<file path="src/tcw_pkg.sv">
`timescale 1ns / 1ps

package tcw_pkg;

   typedef enum logic [1:0] {
      CMD_PUT   = 2'd0,
      CMD_CLEAR = 2'd1,
      CMD_READ  = 2'd2
   } cmd_type;

   localparam logic [7:0] CH_BACKSPACE = 8'd8;
   localparam logic [7:0] CH_TAB       = 8'd9;
   localparam logic [7:0] CH_NEWLINE   = 8'd10;
   localparam logic [7:0] CH_RETURN    = 8'd13;
   localparam logic [7:0] BLANK_CHAR   = 8'h20;
   localparam logic [7:0] RESET_COLOR  = 8'h07;

   typedef struct packed {
      logic [1:0] command;
      logic [7:0] char_code;
      logic [4:0] read_row;
      logic [6:0] read_col;
   } req_type;

   typedef struct packed {
      logic [4:0] cursor_row;
      logic [6:0] cursor_col;
      logic [7:0] cell_char;
      logic [7:0] cell_attr;
   } rsp_type;

   typedef struct packed {
      logic write;
      logic blank;
      logic scroll;
   } cursor_ctl_type;

endpackage

</file>
<file path="src/tcw_cursor.sv">
`timescale 1ns / 1ps

module tcw_cursor
   import tcw_pkg::*;
#(
   parameter int COLUMNS  = 80,
   parameter int ROWS     = 25,
   parameter int TAB_STOP = 8
) (
   input  logic                         clock,
   input  logic                         reset,
   input  logic                         put_en,
   input  logic                         clear_en,
   input  logic [7:0]                   char_code,
   output logic [$clog2(ROWS)-1:0]      row,
   output logic [$clog2(COLUMNS)-1:0]   col,
   output logic [$clog2(ROWS)-1:0]      next_row,
   output logic [$clog2(COLUMNS)-1:0]   next_col,
   output logic [$clog2(COLUMNS)-1:0]   cell_col,
   output cursor_ctl_type               ctl
);

   localparam int RW  = $clog2(ROWS);
   localparam int CW  = $clog2(COLUMNS);
   localparam int PW  = $clog2(TAB_STOP);
   localparam int CXW = $clog2(COLUMNS + TAB_STOP);

   logic [RW-1:0]  row_ff, row_in;
   logic [CW-1:0]  col_ff, col_in;
   logic [PW-1:0]  phase_ff, phase_in;
   logic [RW:0]    nrow_x;
   logic [RW:0]    row_inc;
   logic [CXW-1:0] tab_x;
   logic [PW-1:0]  nphase;
   logic [CW-1:0]  ncol;

   // The phase register tracks the column modulo the tab stop.
   always_comb begin
      row_inc  = (RW+1)'(row_ff) + (RW+1)'(1);
      tab_x    = CXW'(col_ff) + CXW'(TAB_STOP) - CXW'(phase_ff);
      nrow_x   = (RW+1)'(row_ff);
      ncol     = col_ff;
      nphase   = phase_ff;
      cell_col = col_ff;
      ctl      = '0;
      unique case (char_code)
         CH_NEWLINE: begin
            ncol   = '0;
            nphase = '0;
            nrow_x = row_inc;
         end
         CH_RETURN: begin
            ncol   = '0;
            nphase = '0;
         end
         CH_TAB: begin
            nphase = '0;
            if (tab_x >= CXW'(COLUMNS)) begin
               ncol   = '0;
               nrow_x = row_inc;
            end else begin
               ncol = CW'(tab_x);
            end
         end
         CH_BACKSPACE: begin
            if (col_ff != '0) begin
               ncol      = col_ff - CW'(1);
               cell_col  = col_ff - CW'(1);
               ctl.write = 1'b1;
               ctl.blank = 1'b1;
               nphase    = (phase_ff == '0) ? PW'(TAB_STOP - 1) : phase_ff - PW'(1);
            end
         end
         default: begin
            ctl.write = 1'b1;
            if (col_ff == CW'(COLUMNS - 1)) begin
               ncol   = '0;
               nphase = '0;
               nrow_x = row_inc;
            end else begin
               ncol   = col_ff + CW'(1);
               nphase = (phase_ff == PW'(TAB_STOP - 1)) ? '0 : phase_ff + PW'(1);
            end
         end
      endcase
      ctl.scroll = (nrow_x == (RW+1)'(ROWS));
      next_row   = ctl.scroll ? RW'(ROWS - 1) : nrow_x[RW-1:0];
      next_col   = ncol;
   end

   always_comb begin
      row_in   = row_ff;
      col_in   = col_ff;
      phase_in = phase_ff;
      if (clear_en) begin
         row_in   = '0;
         col_in   = '0;
         phase_in = '0;
      end else if (put_en) begin
         row_in   = next_row;
         col_in   = ncol;
         phase_in = nphase;
      end
   end

   always_ff @(posedge clock) begin
      if (reset) begin
         row_ff   <= '0;
         col_ff   <= '0;
         phase_ff <= '0;
      end else begin
         row_ff   <= row_in;
         col_ff   <= col_in;
         phase_ff <= phase_in;
      end
   end

   assign row = row_ff;
   assign col = col_ff;

endmodule

</file>
<file path="config.mk">
export PLATFORM = sky130hd
export DESIGN_NAME = tcw_cursor
export DESIGN_NICKNAME = d
export VERILOG_FILES = /design/src/tcw_pkg.sv /design/src/tcw_cursor.sv
export SDC_FILE = /design/constraint.sdc
export NUM_CORES = 1
export LEC_CHECK = 0
export BUFFER_PORTS_ARGS = -buffer_cell sky130_fd_sc_hd__buf_4
export CAP_MARGIN = 20
export CORE_MARGIN = 10
export CORE_UTILIZATION = 53
export CTS_CLUSTER_DIAMETER = 30
export DETAILED_ROUTE_END_ITERATION = 8
export PLACE_DENSITY = 0.8
export SETUP_SLACK_MARGIN = 0.2
export SLEW_MARGIN = 20
export SYNTH_ARGS = -nofsm -noshare
export SYNTH_HDL_FRONTEND = slang
export SYNTH_SLANG_ARGS = --single-unit
export TNS_END_PERCENT = 1
</file>
<file path="constraint.sdc">
create_clock -name clock -period 4.79 [get_ports clock]
set_input_delay 0.958 -clock clock [delete_from_list [all_inputs] [get_ports clock]]
set_output_delay 0.958 -clock clock [all_outputs]
set_load 0.05 [all_outputs]
</file>
; Word level (Yosys, flattened, before mapping)
; Cells that the tools add are included.
[totals]
regBits = 15
output_inout_bits = 34
elab_cells = 43
[op_classes]
add_sub_neg = 7
n_lt_le_gt_ge = 1
eq_ne = 8
mux = 17
reduce_logical = 7
[ops]
columns = op, count
row1 = equality test 8 x 4 -> 1 bit (second input constant), 4
row2 = 2-to-1 mux 7 bit, 4
row3 = case mux 7 bit (3 select lines), 1
row4 = case mux 6 bit (3 select lines), 1
row5 = 2-to-1 mux 3 bit, 4
row6 = 2-to-1 mux 6 bit, 2
row7 = adder 7 x 1 -> 7 bit (second input constant), 1
row8 = adder 7 x 4 -> 7 bit (second input constant), 1
row9 = equality test 7 bit (second input constant), 1
row10 = >= comparator 7 bit (second input constant), 1
row11 = nonzero test 7 bit, 1
row12 = subtractor 7 x 1 -> 7 bit (second input constant), 1
row13 = subtractor 7 x 3 -> 7 bit, 1
row14 = adder 5 x 1 -> 6 bit (second input constant), 1
row15 = equality test 6 x 5 -> 1 bit (second input constant), 1
row16 = case mux 3 bit (2 select lines), 1
row17 = OR reduction 2 bit, 3
row18 = 2-to-1 mux 5 bit, 1
row19 = adder 3 x 1 -> 3 bit (second input constant), 1
row20 = equality test 3 bit (second input constant), 1
row21 = zero test 3 bit, 1
row22 = OR reduction 3 bit, 1
row23 = subtractor 3 x 1 -> 3 bit (second input constant), 1
row24 = 2-to-1 mux 2 bit, 1
row25 = 4 further kinds, 4

; Longest topological paths before layout
[depth]
word_depth = 7
mapped_depth = 12

; Worst setup path before layout
; OpenSTA, ideal clock, no wires.
[synth_timing]
path_type = register to output
from = register col_ff[1], in the netlist col[1]
to = output ctl[0] (netlist name)
t_arrival_ps = 4101
t_required_ps = 3832
path_slack_ps = -269
stages_incl_launch_ff = 11
path_buffers = 0
path_cell_list = dfxtp_1 > ha_1 > ha_1 > fa_1 > a21oi_1 > xnor2_1 > a32o_1 > or3b_2 > a32o_1 > a211oi_1 > nor2b_1
[synth_lines]
columns = item, line
row1 = from (decl), tcw_cursor.sv:29  ; logic [CW-1:0] col_ff, col_in;
row2 = from (signal assigned), tcw_cursor.sv:113  ; col_ff <= col_in;
row3 = to (decl), tcw_cursor.sv:20  ; output cursor_ctl_type ctl

; Worst setup path in the final report
[layout_timing]
from = register phase_ff[1]
to = output next_row[0]
[layout_between]
elab_chain_len = 6
[layout_lines]
columns = item, line
row1 = from (decl), tcw_cursor.sv:30  ; logic [PW-1:0] phase_ff, phase_in;
row2 = from (signal assigned), tcw_cursor.sv:114  ; phase_ff <= phase_in;
row3 = subtractor 7 x 3 -> 7 bit (*), tcw_cursor.sv:40  ; tab_x = CXW'(col_ff) + CXW'(TAB_STOP) - CXW'(phase_ff);
row4 = >= comparator 7 bit (*), tcw_cursor.sv:58  ; if (tab_x >= CXW'(COLUMNS)) begin
row5 = 2-to-1 mux 6 bit (*), tcw_cursor.sv:58
row6 = case mux 6 bit (3 select lines) (*), tcw_cursor.sv:46  ; unique case (char_code)
row7 = equality test 6 x 5 -> 1 bit, tcw_cursor.sv:86  ; ctl.scroll = (nrow_x == (RW+1)'(ROWS));
row8 = 2-to-1 mux 5 bit (*), tcw_cursor.sv:87  ; next_row = ctl.scroll ? RW'(ROWS - 1) : nrow_x[RW-1:0];
row9 = to (decl), tcw_cursor.sv:17  ; output logic [$clog2(ROWS)-1:0] next_row,
; Mark *: on every way between the ends. The rest lies on a longest branch, timed or not.

==> results.txt <==
- Run status: finished, final reports clean
* First-pass GRT wire length: 8490 um
* Core Region: 0.00310 mm^2
- Final hold slack: 0.528 ns
- Headroom to the max-slew limit: 57.4%
- Cell Chain, Critical Path: inv_1 > ha_1 > ha_1 > fa_2 > a21oi_2 > xnor2_1 > a32o_2 > or3b_2 > a32o_2 > a211oi_2 > buf_4 > nor2_2 > buf_4
- The later pin in the worst-skew pair is clocked with a latency of 0.29 ns.
* Clock edge transition at the registers on the reported setup and hold paths: 0.10 ns
- Fmax: 0.224 GHz
- Post-detailed-routing wire length: 5340 um
- In this run the count of I/O pins placed on the die edge is 46.
- 0 antenna diodes ended up in the layout.
* Final Hold Viols: 0
- Setup violations remaining at the end of the flow were counted as 0.
* Ratio of cells with drive above 1 in the final layout: 31.2%
* Sequential share of the synthesized area: 17.1%
- The number of global-route vias before repair is 1680.
- Port Buf Inserts: 45
- Most common cell after layout, fill and taps aside: buf_4
- Setup repair after global routing left no endpoint under its margin.
* Post-Syn Instances: 223
- Die height: 77.6 um
- CTS built an H-tree with a depth of 1.
- Final net count: 299
* DRC violation count after routing: 0
- CTS saw 15 sinks.
- Minimum clock period after layout: 4.47 ns
- Synth warn: 0
- In the synthesized netlist the async set-or-reset flop fraction comes to 0%.
- Overall global routing resource usage: 16.7%
- The routed layout has 1951 vias.
* Starting DRT DRC Count: 202
- Starting utilization of the core area: 56.6%
- In this run the remaining antenna-violating nets after routing total 0.
- The floorplan step defined a die boundary enclosing 0.00602 mm^2.
- Detailed-route wire length per cell: 17.1 um
- Measured along the x axis, the die boundary spans 77.6 um.
- STA classifies the critical path startpoint as a flop.
- Master of the slowest instance on the critical path: or3b_2
- Signed area change from the synthesized netlist to the final layout: 26.6%
- The finished cells cover 0.00222 mm^2.
- In this run the static leakage power is 0.967 nW.
- Power density relative to cell area: 160 mW/mm^2
- In the synthesized netlist the dominant register cell turns out to be dfxtp_1.
- The critical path is of the flop to output pin type.
- Largest clock skew in the final design: 0.00297 ns
- Hold Crit Class: flop to flop
* Maximum clock path buffer count: 2
* Top cell family by delay on the critical path: compound AO/OA/AOI/OAI gates
- Detail Placement HPWL: 4040 um
- VDD sags by at most 0.130 mV.
- Slowest Stage Delay on Critical Path: 0.47 ns
- Number of max-slew violations in the final report: 0
* Largest area contributor in the synthesized netlist: dfxtp_1
- TritonCTS built the clock tree.
- Hold repair after CTS inserted 0 buffers.
* Cell types with the largest area share after synthesis: dfxtp_1 (17%), ha_1 (11%), xnor2_1 (5.5%)
- Drt via density: 6.23
- Least-Margin Pin Slew: 0.633 ns
- Number of synthesized register bits: 15
* Avg Synthesized Cell Area: 7.88 um^2
- STA puts the critical path data arrival time at 3.51 ns.
- Number of search-and-repair iterations in the first detailed-routing pass: 5
- The total overflow left after global routing is 0.
- Worst path required time: 3.83 ns
- Placed cell areas: 0.00215 mm^2
* Maximum net fanout on the critical path: 4
- Distinct cell type count after synthesis: 58
* Global placement routability congestion: 0.922
- Sort of element at the end of the critical path: output pin
- Fill cells in the final layout number 278.
- Final cycle utilization of the critical path: 93.2%
- Number of standard-cell rows in the floorplan: 20
- In the layout the commonest cells are buf_4 (54), nor2_1 (19), ha_1 (16).
- Storage cell area: 300 um^2
* Post-layout power: 0.000356 W
- In this run, synthesis inferred 0 flip-flops with an integrated enable.
* Max-capacitance violation count: 0
- Entering global routing, the biggest net connects 15 pins.
- Total CTS buffers: 3
* Cell chosen for the clock root: clkbuf_4
* Total Neg Setup Slack: 0 ns
- Buffers and inverters on the worst path: 3
- Antenna violations before repair: 0
- After synthesis, the largest area contributor takes up 17.1% of total cell area.
- Post-synth net total: 252
- Area occupied by multi-input gates: 0.00139 mm^2
- The cell area that synthesis handed to floorplanning was 0.00176 mm^2.
==> layer usage <==
| metal | track usage, % | part of all wire [%] | wire, um | vias up |
|---|---|---|---|---|
| met1 | 22.0 | 44 | 2340 | 909 |
| met4 | 5.29 | 1.9 | 99 | 0 |
| met3 | 4.15 | 9.1 | 487 | 10 |
| met2 | 25.8 | 45 | 2410 | 100 |
| li1 | - | - | - | 932 |
| met5 | 0 | 0 | 0 | - |
==> cell type report <==
class	count	area share [%]
well taps	44	2.47
repair buffers	54	18.2
clock inverters	1	0.225
multi-input cells	183	62.4
inverters	13	2.19
clock buffers	3	1.01
flip-flops and latches	15	13.5
==> stage by stage <==
step	cells	utilization [%]	setup WS (ns)
floorplan	223	-	0.0379
global placement	305	69.3	0.438
detailed placement	305	69.3	0.389
CTS	309	70.4	0.227
global route	313	71.7	0.145
finish	313	71.7	0.323
==> what timing repair did <==
action	CTS	global route
pin swaps	0	3
buffers inserted	0	4
resized for setup	3	5
endpoints found under the setup margin	2	2
hold endpoints to repair	0	0
==> tightest hold or removal path: stages, from the launching register on <==
cell and delay [ns]:
dfxtp_1 0.35, nor2_1 0.09, a211oi_1 0.05
==> sequential cells by signal, summed over array words and instances, names as in the netlist <==
| name | cells |
|---|---|
| row | 5 |
| phase_ff | 3 |
| col | 7 |
==> worst paths after layout <==
check                endpoint  depth (start not counted)  slack [ns]         from
setup / recovery  next_row[0]                         13        0.32  phase_ff[1]
hold / removal         row[4]                          2        0.53       row[4]
setup reg to reg       row[0]                         13        1.63  phase_ff[1]
hold reg to reg        row[4]                          2        0.53       row[4]
==> power breakdown <==
| part | total, W | internal (W) | switching, W |
|---|---|---|---|
| Clock | 0.0000783 | 0.0000310 | 0.0000473 |
| Sequential | 0.000135 | 0.000128 | 0.00000620 |
| Combinational | 0.000143 | 0.0000523 | 0.0000909 |
==> cells by family after synthesis <==
kind of cell,count (synthesis),synth area share (%)
flops,15,17.1
compound gates,68,29.6
fa+ha+maj,17,12.5
xor+xnor,15,7.48
simple gates,81,26.6
mux,2,1.21
buf+inv,25,5.48
==> Yosys cell counts, drive strengths merged, types with 2 or more instances <==
master,n
o211ai,2
xnor2,11
dfxtp,15
o21ai,11
clkbuf,10
nor4,5
a21oi,12
nand2b,2
o221ai,2
a32o,2
o31ai,2
a211oi,8
buf,2
nor2b,2
a21o,2
inv,13
o22ai,2
nor2,20
nand4b,2
a221oi,4
nor3,6
ha,16
or2,4
and2,2
nand4,4
o21a,2
and3,4
nand3,8
xor2,4
nand2,16
o211a,4
a221o,2
No activity file was read; power rests on OpenSTA's default activity.
